`src/rtl/link_reconnect_backoff_fsm_macros.svh`:
```
// Assertion macros shared by the link reconnect backoff controller RTL.
`ifndef LINK_RECONNECT_BACKOFF_FSM_MACROS_SVH
`define LINK_RECONNECT_BACKOFF_FSM_MACROS_SVH

`ifndef ASSERT_OFF

// Overlapping implication, checked outside reset.
`define LRB_ASSERT_IMPL(label, clk, rst, ante, cons) \
   label: assert property (@(posedge clk) disable iff (rst) (ante) |-> (cons)) \
      else $error("assertion failed: label");

// Next-cycle implication, checked outside reset.
`define LRB_ASSERT_NEXT(label, clk, rst, ante, cons) \
   label: assert property (@(posedge clk) disable iff (rst) (ante) |=> (cons)) \
      else $error("assertion failed: label");

`else

`define LRB_ASSERT_IMPL(label, clk, rst, ante, cons)
`define LRB_ASSERT_NEXT(label, clk, rst, ante, cons)

`endif

`endif

```
`src/rtl/lrb_pkg.sv`:
```
// Types and constants for the link reconnect backoff controller.
package lrb_pkg;

   localparam int unsigned TIME_BITS_DEFAULT  = 32;
   localparam int unsigned COUNT_BITS_DEFAULT = 16;

   localparam int unsigned CSR_DATA_BITS  = 32;
   localparam int unsigned CSR_INDEX_BITS = 2;

   localparam logic [CSR_INDEX_BITS-1:0] CSR_CREDENTIALS     = 2'd0;
   localparam logic [CSR_INDEX_BITS-1:0] CSR_INITIAL_BACKOFF = 2'd1;
   localparam logic [CSR_INDEX_BITS-1:0] CSR_CONNECT_TIMEOUT = 2'd2;
   localparam logic [CSR_INDEX_BITS-1:0] CSR_MAX_BACKOFF     = 2'd3;

   localparam logic [CSR_DATA_BITS-1:0] INITIAL_BACKOFF_RESET = 32'd1000;
   localparam logic [CSR_DATA_BITS-1:0] CONNECT_TIMEOUT_RESET = 32'd10000;
   localparam logic [CSR_DATA_BITS-1:0] MAX_BACKOFF_RESET     = 32'd60000;

   localparam int unsigned     FAIL_FIELD_BITS = 16;
   localparam logic [15:0]     FAIL_FIELD_MAX  = 16'hFFFF;

   typedef enum logic [1:0] {
      LINK_DISCONNECTED = 2'd0,
      LINK_CONNECTING   = 2'd1,
      LINK_CONNECTED    = 2'd2
   } lrb_mode_type;

   typedef struct packed {
      logic [15:0] delta_ms;
      logic        link_up;
   } lrb_req_type;

   typedef struct packed {
      logic                       state_changed;
      logic                       start_connect;
      logic [1:0]                 link_state;
      logic                       is_connected;
      logic [FAIL_FIELD_BITS-1:0] failure_count;
   } lrb_rsp_type;

   typedef struct packed {
      logic                     credentials_present;
      logic [CSR_DATA_BITS-1:0] initial_backoff_ms;
      logic [CSR_DATA_BITS-1:0] connect_timeout_ms;
      logic [CSR_DATA_BITS-1:0] max_backoff_ms;
   } lrb_cfg_type;

endpackage

```
`src/rtl/link_reconnect_backoff_fsm.sv`:
```
// Top level of the link reconnect controller with exponential backoff.
// A tick is held in the input stage; the core's result is registered when it advances.
// Throughput: one tick per cycle unless rsp_ready stalls; the input stage and result
// register move together. While a result waits, the input stage holds one more tick.
// Reset (synchronous, active high) restores register defaults, disconnected
// mode, zero counters and the initial backoff; no clearing pass follows.
`include "link_reconnect_backoff_fsm_macros.svh"

module link_reconnect_backoff_fsm
   import lrb_pkg::*;
#(
   parameter int unsigned TIME_BITS  = TIME_BITS_DEFAULT,
   parameter int unsigned COUNT_BITS = COUNT_BITS_DEFAULT
) (
   input  logic                      clock,
   input  logic                      reset,
   input  logic                      req_valid,
   output logic                      req_ready,
   input  lrb_req_type               req_data,
   output logic                      rsp_valid,
   input  logic                      rsp_ready,
   output lrb_rsp_type               rsp_data,
   input  logic                      csr_we,
   input  logic [CSR_INDEX_BITS-1:0] csr_index,
   input  logic [CSR_DATA_BITS-1:0]  csr_wdata
);

   lrb_cfg_type cfg_ff;
   logic        s1_valid_ff;
   lrb_req_type s1_data_ff;
   logic        rsp_valid_ff;
   lrb_rsp_type rsp_data_ff;
   lrb_rsp_type core_rsp;
   logic        s1_adv;

   assign s1_adv    = s1_valid_ff && (!rsp_valid_ff || rsp_ready);
   assign req_ready = !s1_valid_ff || s1_adv;
   assign rsp_valid = rsp_valid_ff;
   assign rsp_data  = rsp_data_ff;

   always_ff @(posedge clock) begin
      if (reset) begin
         cfg_ff.credentials_present <= 1'b0;
         cfg_ff.initial_backoff_ms  <= INITIAL_BACKOFF_RESET;
         cfg_ff.connect_timeout_ms  <= CONNECT_TIMEOUT_RESET;
         cfg_ff.max_backoff_ms      <= MAX_BACKOFF_RESET;
      end else if (csr_we) begin
         case (csr_index)
            CSR_CREDENTIALS:     cfg_ff.credentials_present <= csr_wdata[0];
            CSR_INITIAL_BACKOFF: cfg_ff.initial_backoff_ms  <= csr_wdata;
            CSR_CONNECT_TIMEOUT: cfg_ff.connect_timeout_ms  <= csr_wdata;
            CSR_MAX_BACKOFF:     cfg_ff.max_backoff_ms      <= csr_wdata;
            default: ;
         endcase
      end
   end

   always_ff @(posedge clock) begin
      if (reset) begin
         s1_valid_ff  <= 1'b0;
         rsp_valid_ff <= 1'b0;
      end else begin
         if (req_valid && req_ready) begin
            s1_valid_ff <= 1'b1;
         end else if (s1_adv) begin
            s1_valid_ff <= 1'b0;
         end
         if (s1_adv) begin
            rsp_valid_ff <= 1'b1;
         end else if (rsp_ready) begin
            rsp_valid_ff <= 1'b0;
         end
      end
   end

   // payload registers: hold until the next transaction moves in
   always_ff @(posedge clock) begin
      if (req_valid && req_ready) begin
         s1_data_ff <= req_data;
      end
      if (s1_adv) begin
         rsp_data_ff <= core_rsp;
      end
   end

   lrb_core #(
      .TIME_BITS  (TIME_BITS),
      .COUNT_BITS (COUNT_BITS)
   ) u_core (
      .clock (clock),
      .reset (reset),
      .step  (s1_adv),
      .req   (s1_data_ff),
      .cfg   (cfg_ff),
      .rsp   (core_rsp)
   );

   `LRB_ASSERT_NEXT(a_stage_holds, clock, reset, s1_valid_ff && !s1_adv, s1_valid_ff && $stable(s1_data_ff))
   `LRB_ASSERT_NEXT(a_advance_fills_rsp, clock, reset, s1_adv, rsp_valid_ff)
   `LRB_ASSERT_IMPL(a_no_overwrite, clock, reset, rsp_valid_ff && !rsp_ready, !s1_adv)

endmodule

```
`src/rtl/lrb_core.sv`:
```
// Link controller state, time-in-state counter, backoff and failure count.
`include "link_reconnect_backoff_fsm_macros.svh"

module lrb_core
   import lrb_pkg::*;
#(
   parameter int unsigned TIME_BITS  = TIME_BITS_DEFAULT,
   parameter int unsigned COUNT_BITS = COUNT_BITS_DEFAULT
) (
   input  logic        clock,
   input  logic        reset,
   input  logic        step,
   input  lrb_req_type req,
   input  lrb_cfg_type cfg,
   output lrb_rsp_type rsp
);

   localparam int unsigned CMP_BITS = (TIME_BITS > CSR_DATA_BITS) ? TIME_BITS : CSR_DATA_BITS;
   localparam int unsigned FC_BITS  = (COUNT_BITS > FAIL_FIELD_BITS) ? COUNT_BITS
                                                                     : FAIL_FIELD_BITS;

   lrb_mode_type          mode_ff, mode_in;
   logic [TIME_BITS-1:0]  time_ff, time_in;
   logic [TIME_BITS-1:0]  backoff_ff, backoff_in;
   logic [COUNT_BITS-1:0] failures_ff, failures_in;

   logic [TIME_BITS:0]    time_sum;
   logic [TIME_BITS-1:0]  time_add;
   logic [TIME_BITS-1:0]  backoff_dbl;
   logic [TIME_BITS-1:0]  backoff_next;
   logic                  timeout_hit;
   logic                  wait_done;
   logic                  changed;
   logic                  start;
   logic [FC_BITS-1:0]    fc_wide;

   always_ff @(posedge clock) begin
      if (reset) begin
         mode_ff     <= LINK_DISCONNECTED;
         time_ff     <= '0;
         backoff_ff  <= TIME_BITS'(INITIAL_BACKOFF_RESET);
         failures_ff <= '0;
      end else if (step) begin
         mode_ff     <= mode_in;
         time_ff     <= time_in;
         backoff_ff  <= backoff_in;
         failures_ff <= failures_in;
      end
   end

   always_comb begin
      // saturating time-in-state update
      time_sum = {1'b0, time_ff} + (TIME_BITS + 1)'(req.delta_ms);
      time_add = time_sum[TIME_BITS] ? '1 : time_sum[TIME_BITS-1:0];

      timeout_hit = CMP_BITS'(time_add) >= CMP_BITS'(cfg.connect_timeout_ms);
      wait_done   = CMP_BITS'(time_add) >= CMP_BITS'(backoff_ff);

      // double with saturation, then clamp to the configured maximum
      backoff_dbl  = backoff_ff[TIME_BITS-1] ? '1 : {backoff_ff[TIME_BITS-2:0], 1'b0};
      backoff_next = (CMP_BITS'(backoff_dbl) > CMP_BITS'(cfg.max_backoff_ms))
                     ? TIME_BITS'(cfg.max_backoff_ms) : backoff_dbl;

      mode_in     = mode_ff;
      time_in     = time_ff;
      backoff_in  = backoff_ff;
      failures_in = failures_ff;
      changed     = 1'b0;
      start       = 1'b0;

      if (cfg.credentials_present) begin
         time_in = time_add;
         case (mode_ff)
            LINK_CONNECTING: begin
               if (req.link_up) begin
                  failures_in = '0;
                  backoff_in  = TIME_BITS'(cfg.initial_backoff_ms);
                  mode_in     = LINK_CONNECTED;
                  changed     = 1'b1;
               end else if (timeout_hit) begin
                  if (failures_ff != '1) begin
                     failures_in = failures_ff + COUNT_BITS'(1);
                  end
                  backoff_in = backoff_next;
                  mode_in    = LINK_DISCONNECTED;
                  changed    = 1'b1;
               end
            end
            LINK_CONNECTED: begin
               if (!req.link_up) begin
                  mode_in = LINK_DISCONNECTED;
                  changed = 1'b1;
               end
            end
            default: begin
               // unused code folds into disconnected
               mode_in = LINK_DISCONNECTED;
               if (wait_done) begin
                  mode_in = LINK_CONNECTING;
                  start   = 1'b1;
                  changed = 1'b1;
               end
            end
         endcase
         if (changed) begin
            time_in = '0;
         end
      end

      fc_wide = FC_BITS'(failures_in);

      rsp.state_changed = changed;
      rsp.start_connect = start;
      rsp.link_state    = mode_in;
      rsp.is_connected  = (mode_in == LINK_CONNECTED);
      rsp.failure_count = (fc_wide > FC_BITS'(FAIL_FIELD_MAX)) ? FAIL_FIELD_MAX
                                                               : fc_wide[FAIL_FIELD_BITS-1:0];
   end

   `LRB_ASSERT_NEXT(a_start_enters_connecting, clock, reset, step && rsp.start_connect, mode_ff == LINK_CONNECTING)
   `LRB_ASSERT_NEXT(a_change_clears_time, clock, reset, step && rsp.state_changed, time_ff == '0)
   `LRB_ASSERT_NEXT(a_idle_holds_failures, clock, reset, step && !cfg.credentials_present, $stable(failures_ff) && $stable(time_ff))
   `LRB_ASSERT_IMPL(a_start_only_from_disc, clock, reset, step && rsp.start_connect, mode_ff != LINK_CONNECTING && mode_ff != LINK_CONNECTED)

endmodule

```
`config.mk`:
```
export PLATFORM = sky130hd
export DESIGN_NAME = link_reconnect_backoff_fsm
export DESIGN_NICKNAME = d
export VERILOG_FILES = /design/src/rtl/lrb_pkg.sv /design/src/rtl/link_reconnect_backoff_fsm.sv /design/src/rtl/lrb_core.sv
export VERILOG_INCLUDE_DIRS = /design/src /design/src/rtl
export SDC_FILE = /design/constraint.sdc
export NUM_CORES = 1
export LEC_CHECK = 0
export BUFFER_PORTS_ARGS = -buffer_cell sky130_fd_sc_hd__buf_2
export CAP_MARGIN = 20
export CORE_MARGIN = 2
export CORE_UTILIZATION = 43
export CTS_BUF_LIST = sky130_fd_sc_hd__clkbuf_4
export CTS_CLUSTER_SIZE = 30
export DETAILED_ROUTE_END_ITERATION = 8
export GPL_ROUTABILITY_DRIVEN = 0
export PLACE_DENSITY = 0.67
export SYNTH_ARGS = -nofsm -noshare
export SYNTH_HDL_FRONTEND = slang
export SYNTH_SLANG_ARGS = --single-unit
```
`constraint.sdc`:
```
create_clock -name clock -period 5.1 [get_ports clock]
set_clock_uncertainty 0.15 [all_clocks]
set_input_delay 0.765 -clock clock [delete_from_list [all_inputs] [get_ports clock]]
set_output_delay 0.765 -clock clock [all_outputs]
set_load 0.1 [all_outputs]
```
==> impl_results.md <==
- CP max FO: 9
- Compound-gate portion of the synthesized area: 21.9%
- Pwr per Cell Area: 264 mW/mm^2
- Cell area after synthesis: 0.0127 sq mm
- Core Region: 0.0289 sq mm
- Worst Setup End Kind: register
- CP Cell Sequence: ha_4, o211ai_1, nor2_1, o21ai_1, or4b_4, a31oi_4, buf_6, and3_4, xnor2_1, nand2_1, ha_1, nand4_1, a311oi_2, o211ai_1, a31oi_2, a2111oi_4, a22o_4, and2_4, a32o_1
- Worst-Margin Slew: 0.799 ns
- Commonest non-fill, non-tap cell in the layout: nand2_1
- Final wirelength: 36,400 um
- CP delay by family, top: compound AO/OA/AOI/OAI gates
- Slew margin rel.: between 40 and 50%
- Buf/Inv on CP: 1
- Port buffer count: 78
- CTS tree: built
- Layout cells sized above 1: 17.7%
- Clk sinks: 219
- Placed cell area: 0.0136 sq mm
- Initial Utilization: 43.9%
- Initial antenna violation count: 1
- Crit path arrival time: 5.46 ns
- Cells after DPL: 1,967
- Outcome: finished clean
- Req. time, crit path: 5.52 ns
- Number of global-route vias before repair: 11,100
- HP Start: req_data[5]
- H-tree depth: 2
- Remaining DRCs: 0
- DRT iter0 DRCs: 929
- First-pass DRT Iterations: 5
- XOR/XNOR share of the synthesized area: 2.28%
- Synth Area in Simple Gates: 19.4%
- Via Count: 11,800
- Hold Fails Final Rpt: 0
- Synth Area per Inst: a little over 8 sq um
- Root Driver: clkbuf_4
- First-pass GRT wire length: 56,900 um
- Crit path largest cell delay: 0.55 ns
- Hold buffers post-CTS: 0
- Post-synth EDFFs: 38
- Critical path class: register to register
- Slew Limit Fails: 0
- Most frequent CP cell: o211ai_1
- Syn Nets: 1,702
- Clock transition at the registers of the reported paths: 0.07 ns
- Dpl hpwl: 24,900 um
- Synthesis warning total: 0
- Post-Synthesis Cells: between 1,500 and 2,000
- Post-Layout Inst Area: 0.0148 sq mm
- Multiplexer area fraction after synthesis: 1.16%
- Netlist cell types: 85
- Slowest CP cell: or4b_4
- Post-route ant nets: 0
- Clock Tree Buf Depth: 3
- Yosys reg bits: between 200 and 250
- Area growth, synth to finish: 16.6%
- Clock latency on the worst-skew pair: 0.71 ns
- Die Width: approximately 180 um
- Non-Filler Instances: roughly 2,100
- Setup violations, final: 0
- CTS buffer count: 60
- Worst hold-check path type: primary input to register
- Gr usage total: 22.8%
- Startpoint types: register
- Routed WL per cell: 17.4 um
- Die height: 176 um
- Fin crit share: 98.8%
- RSZ-0062 raised after global routing: yes
- Hold_ws: 0.0968 ns
- Commonest cells after routing, fill and taps aside: 288 x nand2_1, 181 x dfxtp_1, 174 x a21oi_1
- Io pins: 79
- Sequential-to-total area share from yosys stat: 37.6%
- GRT overflow: 0
- Post-Synth Adder-Cell Area: about 12%
- Crit Reg-Reg Startpoint: s1_data_ff[9]
- Async SR Flop Fraction: 0%
- Leakage: 5.97 nW
- Setup crit start: s1_data_ff[9]
- Largest net degree at the start of global routing: 58
- Drt via density: 5.66
- Final min period: 5.04 ns
- FMAX: slightly below 200 MHz
- Layout Nets: ~1,800
- Largest family of logic cells by synthesized area: compound AO/OA/AOI/OAI gates
- Worst VDD drop: 0.000204 V
- FILL cells: 2,804
- Max Cap Viol: 0
- Rows: 62
- Die area: 0.0308 sq mm
- Most frequently used flop master after synthesis: dfxtp_1
[repair_timing]
item | in CTS | in global routing
cloned | 1 | 5
pin swaps | 5 | 14
gates resized for setup | 8 | 36
endpoints found under the setup margin | 46 | 93
buffers inserted | 3 | 6
[worst reg2reg max path: stages (launching register included)]
cell and delay [ns]:
edfxtp_1 0.42, ha_4 0.32, o211ai_1 0.09, nor2_1 0.18, o21ai_1 0.13, or4b_4 0.55
a31oi_4 0.18, buf_6 0.15, and3_4 0.20, xnor2_1 0.11, nand2_1 0.11, ha_1 0.32
nand4_1 0.15, a311oi_2 0.32, o211ai_1 0.25, a31oi_2 0.36, a2111oi_4 0.12, a22o_4 0.33
and2_4 0.20, a32o_1 0.27
[synthesized netlist by cell type, types with 5 or more instances]
master,instances,area [sq um]
nand2b_1,7,43.8
a211oi_1,11,82.6
buf_2,8,40.0
nand2_1,288,1080
nor2b_1,6,37.5
a31oi_1,11,68.8
a32o_1,27,270
edfxtp_1,38,1140
nand3_1,60,300
o21ai_1,10,50.1
clkbuf_1,66,248
o211ai_1,42,315
buf_6,5,56.3
xnor2_1,16,140
o21a_1,7,52.6
nor2_1,87,327
a32oi_1,6,52.6
dfxtp_1,181,3620
o21ai_0,35,175
nor3_1,13,65.1
xor2_1,17,149
and3_1,18,113
a21oi_1,176,881
mux2_2,5,56.3
ha_1,115,1440
a311oi_1,26,228
and2_1,7,43.8
and4_1,6,52.6
mux2i_1,9,90.1
or3_1,10,62.6
nand4_1,25,156
inv_1,101,379
a21o_1,11,82.6
[report_power, final]
group	switching [W]	internal, W	leakage [nW]	total [W]
clock	0.000745	0.000855	0.456	0.00160
combinational	0.000319	0.000149	3.69	0.000468
sequential	0.0000252	0.00180	1.82	0.00183
[per-layer routing]
metal | GRT usage, % | share of wire, % | vias to the layer above
met3 | 3.57 | 5.8 | 86
met4 | 8.78 | 3.3 | 0
met5 | 0 | 0 | -
li1 | - | - | 5788
met1 | 29.5 | 44 | 5550
met2 | 38.3 | 47 | 413
[flip-flops by register name (all words and copies together), names as in the netlist]
name and flops:
u_core.failures_ff 16, s1_data_ff 17, s1_valid_ff 1, rsp_valid 1, u_core.backoff_ff 32, cfg_ff 97
u_core.mode_ff 2, rsp_data 21, u_core.time_ff 32
[per-stage QoR]
step           power (W)  setup slack (ns)  util, %  setup TNS (ns)
6_report         0.00390            0.0619     51.2               0
5_1_grt          0.00408           -0.0635     51.2          -0.466
4_1_cts          0.00392            0.0125     50.2               0
3_5_place_dp     0.00230            -0.221     47.3           -5.25
3_3_place_gp     0.00230            -0.192     47.3           -4.61
2_1_floorplan    0.00215             0.428        -               0
[area by class of cell]
cell class	instances	area, sq um	area share (%)
Antenna cell	1	2.50	0.0170
Clock buffer	91	683	4.63
Clock inverter	16	86.3	0.585
Inverter	103	387	2.62
Multi-Input combinational cell	1125	7370	49.9
Sequential cell	219	4760	32.3
Tap cell	384	480	3.25
Timing Repair Buffer	151	991	6.71
[logic make-up (layout without fill, tap and decap cells)]
group           Yosys count  count (layout)
simple gates            548             551
other cells               0               1
buf+inv                 189             361
mux                      14              14
compound gates          411             411
flops                   219             219
fa+ha+maj               116             116
xor+xnor                 33              33
[worst paths after layout]
path                             end  slack (ns)  cells past startpoint
setup reg to reg  u_core.time_ff[16]        0.06                     19
setup / recovery  u_core.time_ff[16]        0.06                     19
hold / removal         s1_data_ff[5]         0.1                      1
hold reg to reg           cfg_ff[43]        0.30                      2
(Power assumes the default switching activity.)
